File: config.mk
export PLATFORM = sky130hd
export DESIGN_NAME = csv_numeric_field_checker_core_flat
export DESIGN_NICKNAME = d
export VERILOG_FILES = /design/src/hw/rtl/csvnfc_pkg.sv /design/src/hw/rtl/csvnfc_in_if.sv /design/src/hw/rtl/csvnfc_out_if.sv /design/src/hw/rtl/csvnfc_scan.sv /design/src/hw/rtl/csvnfc_judge.sv /design/src/hw/rtl/csv_numeric_field_checker_core.sv /design/src/flat_wrapper.sv
export VERILOG_INCLUDE_DIRS = /design/src /design/src/hw/rtl
export SDC_FILE = /design/constraint.sdc
export NUM_CORES = 1
export LEC_CHECK = 0
export ABC_AREA = 1
export BUFFER_PORTS_ARGS = -buffer_cell sky130_fd_sc_hd__buf_2
export CAP_MARGIN = 30
export CORE_ASPECT_RATIO = 0.7
export CORE_MARGIN = 3
export CORE_UTILIZATION = 46
export DETAILED_ROUTE_END_ITERATION = 10
export GPL_TIMING_DRIVEN = 0
export PLACE_DENSITY = 0.72
export SLEW_MARGIN = 0
export SYNTH_ARGS = -nofsm -noshare
export SYNTH_HDL_FRONTEND = slang
export SYNTH_SLANG_ARGS = --single-unit
File: constraint.sdc
create_clock -name clk -period 7 [get_ports clk]
set_input_delay 1.05 -clock clk [delete_from_list [all_inputs] [get_ports clk]]
set_output_delay 1.05 -clock clk [all_outputs]
set_load 0.01 [all_outputs]
File: src/hw/rtl/csv_numeric_field_checker_core_assert.svh
// assertion macros for the checker rtl
`ifndef CSV_NUMERIC_FIELD_CHECKER_CORE_ASSERT_SVH
`define CSV_NUMERIC_FIELD_CHECKER_CORE_ASSERT_SVH

// same-cycle implication, checked out of reset
`define CSVNFC_ASSERT_IMP(name, clk, rstn, ante, cons) \
	name: assert property (@(posedge clk) disable iff (!(rstn)) (ante) |-> (cons)) \
		else $error("csvnfc assertion failed");

// next-cycle implication, checked out of reset
`define CSVNFC_ASSERT_NXT(name, clk, rstn, ante, cons) \
	name: assert property (@(posedge clk) disable iff (!(rstn)) (ante) |=> (cons)) \
		else $error("csvnfc assertion failed");

`endif

File: src/hw/rtl/csvnfc_pkg.sv
// types and constants of the numeric field checker
`default_nettype none
package csvnfc_pkg;

	localparam logic [2:0] FT_STRING = 3'd0;
	localparam logic [2:0] FT_FLOAT  = 3'd1;
	localparam logic [2:0] FT_BYTE   = 3'd2;
	localparam logic [2:0] FT_UBYTE  = 3'd3;
	localparam logic [2:0] FT_INT    = 3'd4;
	localparam logic [2:0] FT_UINT   = 3'd5;
	localparam logic [2:0] FT_BOOL   = 3'd6;
	// spare code, handled as a signed integer with no range limit
	localparam logic [2:0] FT_SPARE  = 3'd7;

	localparam logic [7:0] CH_DOT   = 8'h2e;
	localparam logic [7:0] CH_MINUS = 8'h2d;
	localparam logic [7:0] CH_ZERO  = 8'h30;
	localparam logic [7:0] CH_NINE  = 8'h39;

	localparam logic [8:0] MAG_SAT   = 9'd256;
	localparam logic [8:0] BOOL_MAX  = 9'd1;
	localparam logic [8:0] BYTE_MAX  = 9'd127;
	localparam logic [8:0] UBYTE_MAX = 9'd255;

	// counts saturate at two
	localparam logic [1:0] CNT_SAT = 2'd2;

	typedef enum logic [3:0] {
		ERR_NONE        = 4'd0,
		ERR_EMPTY       = 4'd1,
		ERR_DOT_FORBID  = 4'd2,
		ERR_TWO_DOTS    = 4'd3,
		ERR_DOT_ALONE   = 4'd4,
		ERR_DOT_FIRST   = 4'd5,
		ERR_DOT_LAST    = 4'd6,
		ERR_MINUS_FORBID = 4'd7,
		ERR_TWO_MINUS   = 4'd8,
		ERR_MINUS_LATE  = 4'd9,
		ERR_MINUS_ALONE = 4'd10,
		ERR_MINUS_LAST  = 4'd11,
		ERR_NON_NUMERIC = 4'd12,
		ERR_BOOL_RANGE  = 4'd13,
		ERR_BYTE_RANGE  = 4'd14,
		ERR_UBYTE_RANGE = 4'd15
	} err_t;

	typedef struct packed {
		logic [1:0] char_count;
		logic [1:0] dot_count;
		logic       dot_at_start;
		logic [1:0] minus_count;
		logic       minus_at_start;
		logic       minus_late;
		logic       bad_char_seen;
		logic [8:0] magnitude;
		logic       digits_stopped;
	} scan_state_t;

endpackage
`default_nettype wire

File: src/hw/rtl/csvnfc_in_if.sv
// character channel: one beat per field character
`default_nettype none
interface csvnfc_in_if;
	logic       valid;
	logic       ready;
	logic [7:0] ch;
	logic [2:0] field_type;
	logic       is_last;
	logic       empty_field;

	modport source (output valid, ch, field_type, is_last, empty_field, input ready);
	modport sink (input valid, ch, field_type, is_last, empty_field, output ready);
endinterface
`default_nettype wire

File: src/hw/rtl/csvnfc_out_if.sv
// result channel: one beat per ended field
`default_nettype none
interface csvnfc_out_if;
	logic       valid;
	logic       ready;
	logic       ok;
	logic [3:0] error_code;

	modport source (output valid, ok, error_code, input ready);
	modport sink (input valid, ok, error_code, output ready);
endinterface
`default_nettype wire

File: src/hw/rtl/csvnfc_scan.sv
// per-character update of the field flags and magnitude
`default_nettype none
module csvnfc_scan (
	input  csvnfc_pkg::scan_state_t cur,
	input  logic [7:0]              ch,
	input  logic [2:0]              field_type,
	output csvnfc_pkg::scan_state_t nxt
);
	import csvnfc_pkg::*;

	logic        first;
	logic        is_digit;
	logic [11:0] mag_ext;
	logic [11:0] mag_new;

	assign first    = (cur.char_count == 2'd0);
	assign is_digit = ch inside {[CH_ZERO:CH_NINE]};
	// magnitude * 10 + digit
	assign mag_ext  = {3'd0, cur.magnitude};
	assign mag_new  = (mag_ext << 3) + (mag_ext << 1) + {8'd0, ch[3:0]};

	always_comb begin
		nxt = cur;
		if (ch == CH_DOT) begin
			if (cur.dot_count != CNT_SAT) nxt.dot_count = cur.dot_count + 2'd1;
			if (first) nxt.dot_at_start = 1'b1;
			if (field_type != FT_FLOAT) nxt.bad_char_seen = 1'b1;
		end else if (ch == CH_MINUS) begin
			if (cur.minus_count != CNT_SAT) nxt.minus_count = cur.minus_count + 2'd1;
			if (first) nxt.minus_at_start = 1'b1;
			else nxt.minus_late = 1'b1;
		end else if (!is_digit) begin
			nxt.bad_char_seen = 1'b1;
		end
		if (is_digit) begin
			if (!cur.digits_stopped) begin
				nxt.magnitude = (mag_new > {3'd0, MAG_SAT}) ? MAG_SAT : mag_new[8:0];
			end
		end else if (!(ch == CH_MINUS && first)) begin
			// a leading sign does not end the digit run
			nxt.digits_stopped = 1'b1;
		end
		if (cur.char_count != CNT_SAT) nxt.char_count = cur.char_count + 2'd1;
	end
endmodule
`default_nettype wire

File: src/hw/rtl/csvnfc_judge.sv
// priority checks on the flags of a finished field
`default_nettype none
module csvnfc_judge (
	input  csvnfc_pkg::scan_state_t st,
	input  logic [2:0]              field_type,
	input  logic [7:0]              last_ch,
	output csvnfc_pkg::err_t        code
);
	import csvnfc_pkg::*;

	logic is_float;
	logic is_bool;
	logic is_uns;
	logic single;

	assign is_float = (field_type == FT_FLOAT);
	assign is_bool  = (field_type == FT_BOOL);
	assign is_uns   = (field_type == FT_UBYTE) || (field_type == FT_UINT);
	assign single   = (st.char_count == 2'd1);

	always_comb begin
		code = ERR_NONE;
		if (!is_float && st.dot_count != 2'd0) begin
			code = ERR_DOT_FORBID;
		end else if (is_float && st.dot_count == CNT_SAT) begin
			code = ERR_TWO_DOTS;
		end else if (is_float && st.dot_at_start && single) begin
			code = ERR_DOT_ALONE;
		end else if (is_float && st.dot_at_start) begin
			code = ERR_DOT_FIRST;
		end else if (is_float && st.dot_count == 2'd1 && last_ch == CH_DOT) begin
			code = ERR_DOT_LAST;
		end else if ((is_bool || is_uns) && st.minus_count != 2'd0) begin
			code = ERR_MINUS_FORBID;
		end else if (!is_bool && !is_uns && st.minus_count == CNT_SAT) begin
			code = ERR_TWO_MINUS;
		end else if (!is_bool && !is_uns && st.minus_late) begin
			code = ERR_MINUS_LATE;
		end else if (!is_bool && !is_uns && st.minus_at_start && single) begin
			code = ERR_MINUS_ALONE;
		end else if (st.bad_char_seen) begin
			code = ERR_NON_NUMERIC;
		end else if (is_bool && (st.minus_at_start ? st.magnitude != 9'd0
				: st.magnitude > BOOL_MAX)) begin
			code = ERR_BOOL_RANGE;
		end else if (field_type == FT_BYTE && st.magnitude > BYTE_MAX) begin
			code = ERR_BYTE_RANGE;
		end else if (field_type == FT_UBYTE && (st.minus_at_start ? st.magnitude != 9'd0
				: st.magnitude > UBYTE_MAX)) begin
			code = ERR_UBYTE_RANGE;
		end
	end
endmodule
`default_nettype wire

File: src/hw/rtl/csv_numeric_field_checker_core.sv
// top level of the numeric field checker
// Usage:
//   chars   : one beat per character of a text field, tagged with the
//             field's type; is_last marks the final character, empty_field
//             a field with no characters (that beat ends the field)
//   results : one beat per ended field with ok and error_code; beats that
//             do not end a field give nothing here
//   A beat is registered into the input stage, its flags and the running
//   magnitude are updated there, and a field end then lands in the result
//   register. One character is taken every cycle unless a field end is held
//   in the input stage by a stalled result register.
//   The rate is set by the flag/multiply-by-ten update loop on the field
//   state register.
//   Reset clears both stage valids and the field state; the block is ready
//   once reset is released.
//   When results stalls, the result waits in its register; the input stage
//   still takes characters that do not end a field, and takes one more
//   field end which then waits, after which chars.ready drops.
`default_nettype none
`include "csv_numeric_field_checker_core_assert.svh"
module csv_numeric_field_checker_core (
	input  logic            clk,
	input  logic            arst_n,
	csvnfc_in_if.sink       chars,
	csvnfc_out_if.source    results
);
	import csvnfc_pkg::*;

	logic        valid_s1;
	logic [7:0]  ch_s1;
	logic [2:0]  type_s1;
	logic        last_s1;
	logic        empty_s1;

	scan_state_t state_q;
	scan_state_t state_nxt;
	err_t        judge_code;

	logic        out_valid_q;
	logic        ok_q;
	err_t        code_q;

	logic        out_free;
	logic        ends_s1;
	logic        adv_s1;
	err_t        code_s1;

	assign out_free    = !out_valid_q || results.ready;
	assign ends_s1     = empty_s1 || last_s1;
	assign adv_s1      = valid_s1 && (!ends_s1 || out_free);
	assign chars.ready = !valid_s1 || adv_s1;

	csvnfc_scan u_scan (
		.cur        (state_q),
		.ch         (ch_s1),
		.field_type (type_s1),
		.nxt        (state_nxt)
	);

	csvnfc_judge u_judge (
		.st         (state_nxt),
		.field_type (type_s1),
		.last_ch    (ch_s1),
		.code       (judge_code)
	);

	// empty marker wins over any collected characters
	assign code_s1 = empty_s1 ? ERR_EMPTY : judge_code;

	always_ff @(posedge clk or negedge arst_n) begin
		if (!arst_n) begin
			valid_s1 <= 1'b0;
		end else if (chars.ready) begin
			valid_s1 <= chars.valid;
		end
	end

	always_ff @(posedge clk) begin
		if (chars.ready && chars.valid) begin
			ch_s1    <= chars.ch;
			type_s1  <= chars.field_type;
			last_s1  <= chars.is_last;
			empty_s1 <= chars.empty_field;
		end
	end

	always_ff @(posedge clk or negedge arst_n) begin
		if (!arst_n) begin
			state_q <= '0;
		end else if (adv_s1) begin
			state_q <= ends_s1 ? '0 : state_nxt;
		end
	end

	always_ff @(posedge clk or negedge arst_n) begin
		if (!arst_n) begin
			out_valid_q <= 1'b0;
		end else if (adv_s1 && ends_s1) begin
			out_valid_q <= 1'b1;
		end else if (results.ready) begin
			out_valid_q <= 1'b0;
		end
	end

	always_ff @(posedge clk) begin
		if (adv_s1 && ends_s1) begin
			ok_q   <= (code_s1 == ERR_NONE);
			code_q <= code_s1;
		end
	end

	assign results.valid      = out_valid_q;
	assign results.ok         = ok_q;
	assign results.error_code = code_q;

	`CSVNFC_ASSERT_IMP(a_ok_matches_code, clk, arst_n,
		out_valid_q, ok_q == (code_q == ERR_NONE))
	`CSVNFC_ASSERT_NXT(a_state_cleared_after_end, clk, arst_n,
		adv_s1 && ends_s1, state_q == '0)
	`CSVNFC_ASSERT_IMP(a_ready_low_only_on_backpressure, clk, arst_n,
		!chars.ready, valid_s1 && ends_s1 && out_valid_q && !results.ready)
	`CSVNFC_ASSERT_NXT(a_stage_holds_when_blocked, clk, arst_n,
		valid_s1 && !adv_s1, valid_s1 && $stable(ch_s1) && $stable(type_s1))
endmodule
`default_nettype wire

File: src/flat_wrapper.sv
// flat-port wrapper written by rule: the top's interface ports become plain ports
module csv_numeric_field_checker_core_flat import csvnfc_pkg::*;
  (clk, arst_n, chars_valid, chars_ch, chars_field_type, chars_is_last, chars_empty_field, chars_ready, results_valid, results_ok, results_error_code, results_ready);
  csvnfc_in_if chars_i ();
  csvnfc_out_if results_i ();
  input  logic clk;
  input  logic arst_n;
  input wire logic [$bits(chars_i.valid)-1:0] chars_valid;
  input wire logic [$bits(chars_i.ch)-1:0] chars_ch;
  input wire logic [$bits(chars_i.field_type)-1:0] chars_field_type;
  input wire logic [$bits(chars_i.is_last)-1:0] chars_is_last;
  input wire logic [$bits(chars_i.empty_field)-1:0] chars_empty_field;
  output wire logic [$bits(chars_i.ready)-1:0] chars_ready;
  output wire logic [$bits(results_i.valid)-1:0] results_valid;
  output wire logic [$bits(results_i.ok)-1:0] results_ok;
  output wire logic [$bits(results_i.error_code)-1:0] results_error_code;
  input wire logic [$bits(results_i.ready)-1:0] results_ready;
  assign chars_i.valid = chars_valid;
  assign chars_i.ch = chars_ch;
  assign chars_i.field_type = chars_field_type;
  assign chars_i.is_last = chars_is_last;
  assign chars_i.empty_field = chars_empty_field;
  assign chars_ready = chars_i.ready;
  assign results_valid = results_i.valid;
  assign results_ok = results_i.ok;
  assign results_error_code = results_i.error_code;
  assign results_i.ready = results_ready;
  csv_numeric_field_checker_core u_core (.clk(clk), .arst_n(arst_n), .chars(chars_i), .results(results_i));
endmodule
==> out/qor.yml, run 1 <==
run_status:
  run_status: "finished clean"
sta:
  slew_headroom_pct: 52.1
  finalHoldViolCount: 0
  fin_crit_sh_pct: 51.3
  min_period_ps: 3590
  skew_ps: 4.28
  setup_viol: 0
  drv_slew: 0
  rsz0062_at_grt: "no"
  tightest_slew_ps: 712
  fmaxAchievable_mhz: 278
  fin_setup_tns_ps: 0
pwr:
  p_clk_share_pct: 30.5
  sw_frac_of_total_pct: 27.6
  power.leakage_nw: 1.62
  power_density_mw_per_mm2: 158
  p_switching_uw: 135
  p_int_uw: 354
  seq_power_share_pct: 55.3
  peakVddDrop_mv: 0.148
  comb_power_share_pct: 14.2
setup_path:
  crit_fanout: 9
  r2r_start: "u_core.state_q[2]"
  cp-end-kind: "register"
  worst_ep_arrival_time_ps: 3660
  critPathMostFrequentCell: "nand2_1"
  required_ps: 7060
  worst_path_largest_cell_delay_ps: 430
  crit_start: "u_core.state_q[2]"
  cp_top_family: "simple AND/OR/NAND/NOR gates"
  worstSetupPathType: "register to register"
  critPathBufInv: 0
  cp-start-kind: "register"
  cp_slowest_cell: "dfrtp_1"
  path_cells: "ha_1, ha_1, fa_1, nand2_2, nand3_2, nand3_1, nand2_1, nand2_1, nand2_2, nor2_8, nand3_1, o22ai_1, nor2_1, nand3_1, nand2_2, nand2_2, nand2_1, nand2_1, nand2_1, a21oi_1, nor2_2, nand2_1, nor2_2"
logic_synthesis:
  async_flop_share_pct: 55.0
  yosys-top-cells-area: "dfrtp_1 (20%), edfxtp_1 (19%), nand2_1 (12%), ha_1 (9.4%), inv_1 (8.7%)"
  syn-cell-area_mm2: 0.00281
  yosysSeqAreaShare_pct: 38.9
  synthTopCellsByCount: "nand2_1 (92), inv_1 (65), nor2_1 (28), dfrtp_1 (22), ha_1 (21)"
  yosys_most_used_dff: "dfrtp_1"
  synth_fp_nets: 407
  synth_edf_count: 18
  synth_top_area_share_pct: 19.6
  ys_ff_latch: 40
  yosysUniqueCellTypes: 32
  synth_top_area_cell: "dfrtp_1"
  synth.most_common_cell: "nand2_1"
  postSynthAreaPerCell_um2: 7.64
  syn_inst: 367
  yosysWarnings: 0
global_routing:
  grt_pass1_wl_mm: 10.2
  grt_overflow: 0
  grt_usage_pct: 17.8
  grt_max_degree: 23
  antenna_found_initial: 0
  grt_pass1_vias: 2245
routing:
  routed_via_density: 5.06
  drc: 0
  vias: 2392
  drtIter0Drc: 166
  routed_wl_mm: 5.75
  wl_per_cell_um: 12.2
  antenna_left: 0
  first_pass_iters: 5
floorplanning:
  die-height_um: 71.3
  die-area_mm2: 0.00709
  core_region_area_mm2: 0.00581
  row_count: 23
  die_x_um: 99.3
  floorplan.initialDensity_pct: 48.3
  pin_count: 24
clock_tree:
  cts_resized: 0
  path_clk_slew_ps: 80
  cts.sink_count: 40
  post_cts_buffers: 0
  htreeDepth: 2
  clockBufferDepth: 2
  cts-buffers-inserted: 5
  hold_buffers: 0
  cts_tree: "built"
  clock_latency_ps: 290
  cts-root-buf: "clkbuf_8"
min_path:
  hold_start: "u_core.state_q[11]"
  holdCritPathClass: "register to register"
finish:
  fin_util_pct: 53.4
  antenna_cells: 0
  fillCellCount: 566
  nets: 437
  drive_gt1_share_pct: 14.1
  area_growth_pct: 10.6
place:
  hpwl_mm: 4.59
  portBuffers: 23
  routabilityCongestion: 0.874
job:
  maxCapViolations: 0
## layout by cell type (no fill, tap or decap), drive strengths merged, types with 12 or more instances in the layout
| master | count |
|---|---|
| nand2 | 104 |
| edfxtp | 18 |
| ha | 21 |
| nand3 | 21 |
| buf | 24 |
| a21oi | 14 |
| nor2 | 34 |
| o21ai | 20 |
| nand4 | 12 |
| inv | 67 |
| dfrtp | 22 |
## sequential cells by signal (all words and copies together), names as in the netlist
name,flops
u_core.state_q,20
u_core.ch_s1,8
u_core.results.error_code,4
u_core.type_s1,3
u_core.empty_s1,1
u_core.last_s1,1
u_core.results.ok,1
u_core.results.valid,1
u_core.valid_s1,1
## stage by stage
step / cells / total power, mW / hold slack (ps) / cell area, um^2 / setup slack [ps]
2_1_floorplan: 367 / 0.318 / 454 / 2810 / 3820
3_3_place_gp: 465 / 0.342 / 471 / 3010 / 3450
3_5_place_dp: 465 / 0.344 / 509 / 3010 / 3420
4_1_cts: 473 / 0.491 / 525 / 3100 / 3400
5_1_grt: 473 / 0.516 / 548 / 3100 / 2960
6_report: 473 / 0.489 / 527 / 3100 / 3410
## worst reg2reg max path: cells and delay by family, from the launching register on
kind | cells | cell delay, ps
AO/OA/AOI/OAI | 2 | 420
adder cells (fa/ha/maj) | 3 | 1030
flip-flops | 1 | 430
AND/OR/NAND/NOR | 18 | 1480
## power groups by stage
stage / clock [mW] / combinational (mW) / sequential, mW
2_1_floorplan: 0 / 0.0425 / 0.275
3_3_place_gp: 0 / 0.0673 / 0.274
3_5_place_dp: 0 / 0.0690 / 0.275
4_1_cts: 0.151 / 0.0696 / 0.270
5_1_grt: 0.165 / 0.0788 / 0.272
6_report: 0.149 / 0.0693 / 0.270
## path summary, 6_finish.rpt
path,endpoint,slack (ps),cells past startpoint
max reg2reg,u_core.results.ok,3410,23
min,u_core.state_q[11],530,2
min in group asynchronous,u_core.state_q[14],710,1
max,u_core.results.ok,3410,23
min reg2reg,u_core.state_q[11],530,2
max in group asynchronous,u_core.state_q[10],5960,1
## routing by layer
layer  share of wire [%]  track usage [%]  vias to the layer above
li1                    -                -                     1255
met1                  54             26.9                     1066
met2                  40             25.4                       63
met3                 4.9             3.70                        8
met4                0.99             5.45                        0
met5                   0                0                        -
## cell families after synthesis
logic type | Yosys count | synth area share [%]
AO/OA/AOI/OAI | 45 | 8.79
XOR/XNOR | 1 | 0.580
adder cells (fa/ha/maj) | 23 | 10.8
buffers and inverters | 72 | 9.68
flip-flops | 40 | 38.9
AND/OR/NAND/NOR | 186 | 31.3
## area by class of cell
type | instances | area [um^2] | share of cell area [%]
buffer | 4 | 16.3 | 0.524
inverter | 68 | 255 | 8.23
sequential | 40 | 1090 | 35.2
clock buffer | 5 | 68.8 | 2.22
multi-input combinational | 255 | 1440 | 46.5
tap | 75 | 93.8 | 3.03
clock inverter | 3 | 18.8 | 0.605
timing repair buffer | 23 | 115 | 3.71
Power figures use the tool's default switching activity.
==> inputs of run 2 (changes only) <==
--- a/config.mk
+++ b/config.mk
@@ -6,7 +6,7 @@
 export SDC_FILE = /design/constraint.sdc
 export NUM_CORES = 1
 export LEC_CHECK = 0
-export ABC_AREA = 1
+export ABC_AREA = 0
 export BUFFER_PORTS_ARGS = -buffer_cell sky130_fd_sc_hd__buf_2
 export CAP_MARGIN = 30
 export CORE_ASPECT_RATIO = 0.7
@@ -14,7 +14,7 @@
 export CORE_UTILIZATION = 46
 export DETAILED_ROUTE_END_ITERATION = 10
 export GPL_TIMING_DRIVEN = 0
-export PLACE_DENSITY = 0.72
+export PLACE_DENSITY = 0.75
 export SLEW_MARGIN = 0
 export SYNTH_ARGS = -nofsm -noshare
 export SYNTH_HDL_FRONTEND = slang
==> constraint.sdc (replaced) <==
create_clock -name clk -period 3.09 [get_ports clk]
set_input_delay 0.4635 -clock clk [delete_from_list [all_inputs] [get_ports clk]]
set_output_delay 0.4635 -clock clk [all_outputs]
set_load 0.01 [all_outputs]
==> run 2 against run 1 <==
Via count down 9.9%. Register-to-register slack got worse by 3900 ps. Wire length shrank 5.7%. The flow now finishes with violations (negative setup slack). Highest routed layer unchanged. Global-route usage down 0.67 points. Sequential power grew 130%. Flip-flop and latch count unchanged. Largest power group unchanged. Critical path depth is 12 lower.
==> out/qor.yml, run 2 <==
run_status:
  run_status: "finished with violations"
  violations: "negative setup slack"
place:
  dp.cells: 364  # -22%
  placed_area_mm2: 0.00284  # -5.9%
  dp_slack_ps: -495  # -3920 ps
  routabilityCongestion: 0.875  # about the same
  portBuffers: 23  # unchanged
  hpwl_mm: 4.15  # -9.5%
clock_tree:
  hold_buffers: 0  # unchanged
  cts-buffers-inserted: 5  # unchanged
  htreeDepth: 2  # unchanged
  cts-root-buf: "clkbuf_8"
  clock_latency_ps: 290  # about the same
  cts_tree: "built"
  cts.sink_count: 40  # unchanged
  path_clk_slew_ps: 80  # about the same
  clockBufferDepth: 2  # unchanged
finish:
  design_area_mm2: 0.00309  # -0.40%
  area_growth_pct: 18.4
  antenna_cells: 0  # unchanged
  drive_gt1_share_pct: 22.1  # +8.1 points
  fillCellCount: 478  # -16%
  layout_common_cells: "buf_2 (24), nor2_1 (23), dfrtp_1 (22)"
  largest_reg_flops: 20  # unchanged
  multi_input_area_mm2: 0.00154  # +6.9%
  seq_area_mm2: 0.00109  # unchanged
  final_common_cell: "buf_2"
  nets: 346  # -21%
  top_register: "u_core.state_q"
  fin_cells: 379  # -20%
setup_path:
  worst_ep_arrival_time_ps: 3630  # -30 ps
  cp-end-kind: "register"
  crit_fanout: 5  # -4
  required_ps: 3130  # -3930 ps
  reg2reg_slack_ps: -490  # -3900 ps
  cp-start-kind: "register"
  worstSetupPathType: "register to register"
sta:
  skew_ps: 4.73  # +0.447 ps
  fin_crit_sh_pct: 116  # +65 points
  tightest_slew_ps: 1030  # +314 ps
  min_period_ps: 3580  # -10.3 ps
  drv_slew: 0  # unchanged
  fin_setup_tns_ps: -2810  # -2810 ps
  rsz0062_at_grt: "yes"
  finalHoldViolCount: 0  # unchanged
  fmaxAchievable_mhz: 279  # +0.29%
  slew_headroom_pct: 30.9  # -21 points
  setup_viol: 13  # +13
  setup_ws_ps: -494  # -3900 ps
logic_synthesis:
  postSynthAreaPerCell_um2: 9.70  # +27%
  yosys_most_used_dff: "dfrtp_1"
  yosysWarnings: 0  # unchanged
  syn_inst: 269  # -27%
  synthTopCellsByCount: "nor2_1 (24), dfrtp_1 (22), o21ai_0 (22), ha_1 (21), nand2_1 (19)"
  synth.most_common_cell: "nor2_1"
  yosysUniqueCellTypes: 55  # +72%
  syn-cell-area_mm2: 0.00261  # -7.0%
  ys_ff_latch: 40  # unchanged
  synth_fp_nets: 309  # -24%
  yosys-top-cells-area: "dfrtp_1 (21%), edfxtp_1 (21%), ha_1 (10%), o21ai_0 (4.2%), nor2_1 (3.5%)"
  synth_top_area_cell: "dfrtp_1"
  synth_edf_count: 18  # unchanged
  yosysSeqAreaShare_pct: 41.8  # +2.9 points
  async_flop_share_pct: 55.0  # unchanged
  synth_top_area_share_pct: 21.1  # +1.5 points
pwr:
  power_mw: 1.20  # +150%
  p_switching_uw: 296  # +120%
  power_density_mw_per_mm2: 390  # +150%
  sw_frac_of_total_pct: 24.6  # -3.0 points
  seq_power_share_pct: 50.5  # -4.8 points
  peakVddDrop_mv: 0.287  # +94%
  p_clk_share_pct: 37.6  # +7.1 points
  power.leakage_nw: 1.39  # -14%
  p_int_uw: 908  # +160%
  comb_power_share_pct: 11.9  # -2.3 points
min_path:
  holdCritPathClass: "input pin to async pin"
floorplanning:
  floorplan.initialDensity_pct: 48.6  # +0.37 points
  row_count: 22  # -4.3%
  core_region_area_mm2: 0.00537  # -7.7%
  pin_count: 24  # unchanged
  die_x_um: 96.0  # -3.3%
  die-area_mm2: 0.00663  # -6.5%
  die-height_um: 69.0  # -3.2%
global_routing:
  grt_usage_pct: 17.1  # -0.67 points
  grt_pass1_vias: 1914  # -15%
  grt_max_degree: 23  # unchanged
  grt_overflow: 0  # unchanged
  grt_pass1_wl_mm: 9.05  # -11%
  antenna_found_initial: 0  # unchanged
routing:
  wl_per_cell_um: 14.3  # +18%
  routed_wl_mm: 5.42  # -5.7%
  routed_via_density: 5.69  # +12%
  first_pass_iters: 5  # unchanged
  drtIter0Drc: 171  # +3.0%
  antenna_left: 0  # unchanged
  drc: 0  # unchanged
  vias: 2155  # -9.9%
job:
  maxCapViolations: 0  # unchanged
run 2: cell count changes in the layout (fill, tap and decap cells not counted), moves of 4 or more:
cell	previous run	this run
a22o_1	0	9
inv_1	65	14
a21o_1	0	5
o22ai_1	6	2
buf_4	0	6
nand4_1	11	0
nand2b_1	0	4
nor2b_1	0	9
nand3_1	19	4
nand2_2	10	1
nand2_1	92	18
nor2_1	28	23
run 2: timing repair:
item                       in CTS  in global routing
setup endpoints to repair      13                 14
gates cloned                    0                  0
resized for setup               1                 16
pin swaps                       3                  6
setup buffers                   3                  4
run 2: power groups by stage:
stage / logic, mW / registers [mW] / clock network, mW
after floorplan: 0.0815 / 0.619 / 0
after global placement: 0.131 / 0.619 / 0
after detailed placement: 0.132 / 0.620 / 0
after CTS: 0.136 / 0.608 / 0.458
after global routing: 0.161 / 0.612 / 0.494
final: 0.143 / 0.608 / 0.453
run 2: cell type report:
cell class | instances | area share [%]
buffer | 5 | 0.648
sequential | 40 | 35.3
tap | 72 | 2.92
timing repair buffer | 30 | 5.55
clock buffer | 6 | 2.67
inverter | 14 | 1.70
multi-input combinational | 210 | 49.9
clock inverter | 2 | 1.26
run 2: per-stage QoR:
stage                     hold slack [ps]  util [%]
final                                 136      57.6
after global routing                  160      57.6
after CTS                             148      55.6
after detailed placement              469      52.9
after global placement                466      52.9
after floorplan                       168         -
run 2: cells by family (layout without fill, tap and decap cells):
family / after synthesis / in the layout / share of synthesized area (%)
XOR/XNOR: 6 / 6 / 2.01
AND/OR/NAND/NOR: 95 / 95 / 19.5
buffers and inverters: 19 / 57 / 2.78
multiplexers: 1 / 1 / 0.384
AO/OA/AOI/OAI: 85 / 85 / 22.0
flip-flops: 40 / 40 / 41.8
adder cells (fa/ha/maj): 23 / 23 / 11.6
run 2: per-layer routing:
metal	wire, um	track usage [%]	vias to the layer above
li1	-	-	1084
met4	23	3.47	0
met1	2810	28.6	993
met3	373	4.03	4
met2	2210	21.9	74
met5	0	0	-
run 2: critical path: stages, from the launching register on:
cell and delay (ps):
edfxtp_1 420, fa_1 530, fa_2 380, a211oi_2 230
o21bai_1 110, a21oi_2 240, mux2i_2 120, or4_4 600
o221ai_2 280, o21ai_1 110, a21oi_1 240, nor3_2 70
run 2: path summary, 6_finish.rpt:
kind	cells after the start	end	startpoint
worst max-delay path	11	u_core.results.ok	u_core.ch_s1[3]
worst min-delay path	1	u_core.state_q[18]	arst_n
worst max register to register	11	u_core.results.ok	u_core.ch_s1[3]
worst min register to register	2	u_core.state_q[10]	u_core.state_q[10]
max in group asynchronous	1	u_core.state_q[9]	arst_n
min in group clk	1	u_core.ch_s1[7]	chars_ch[7]
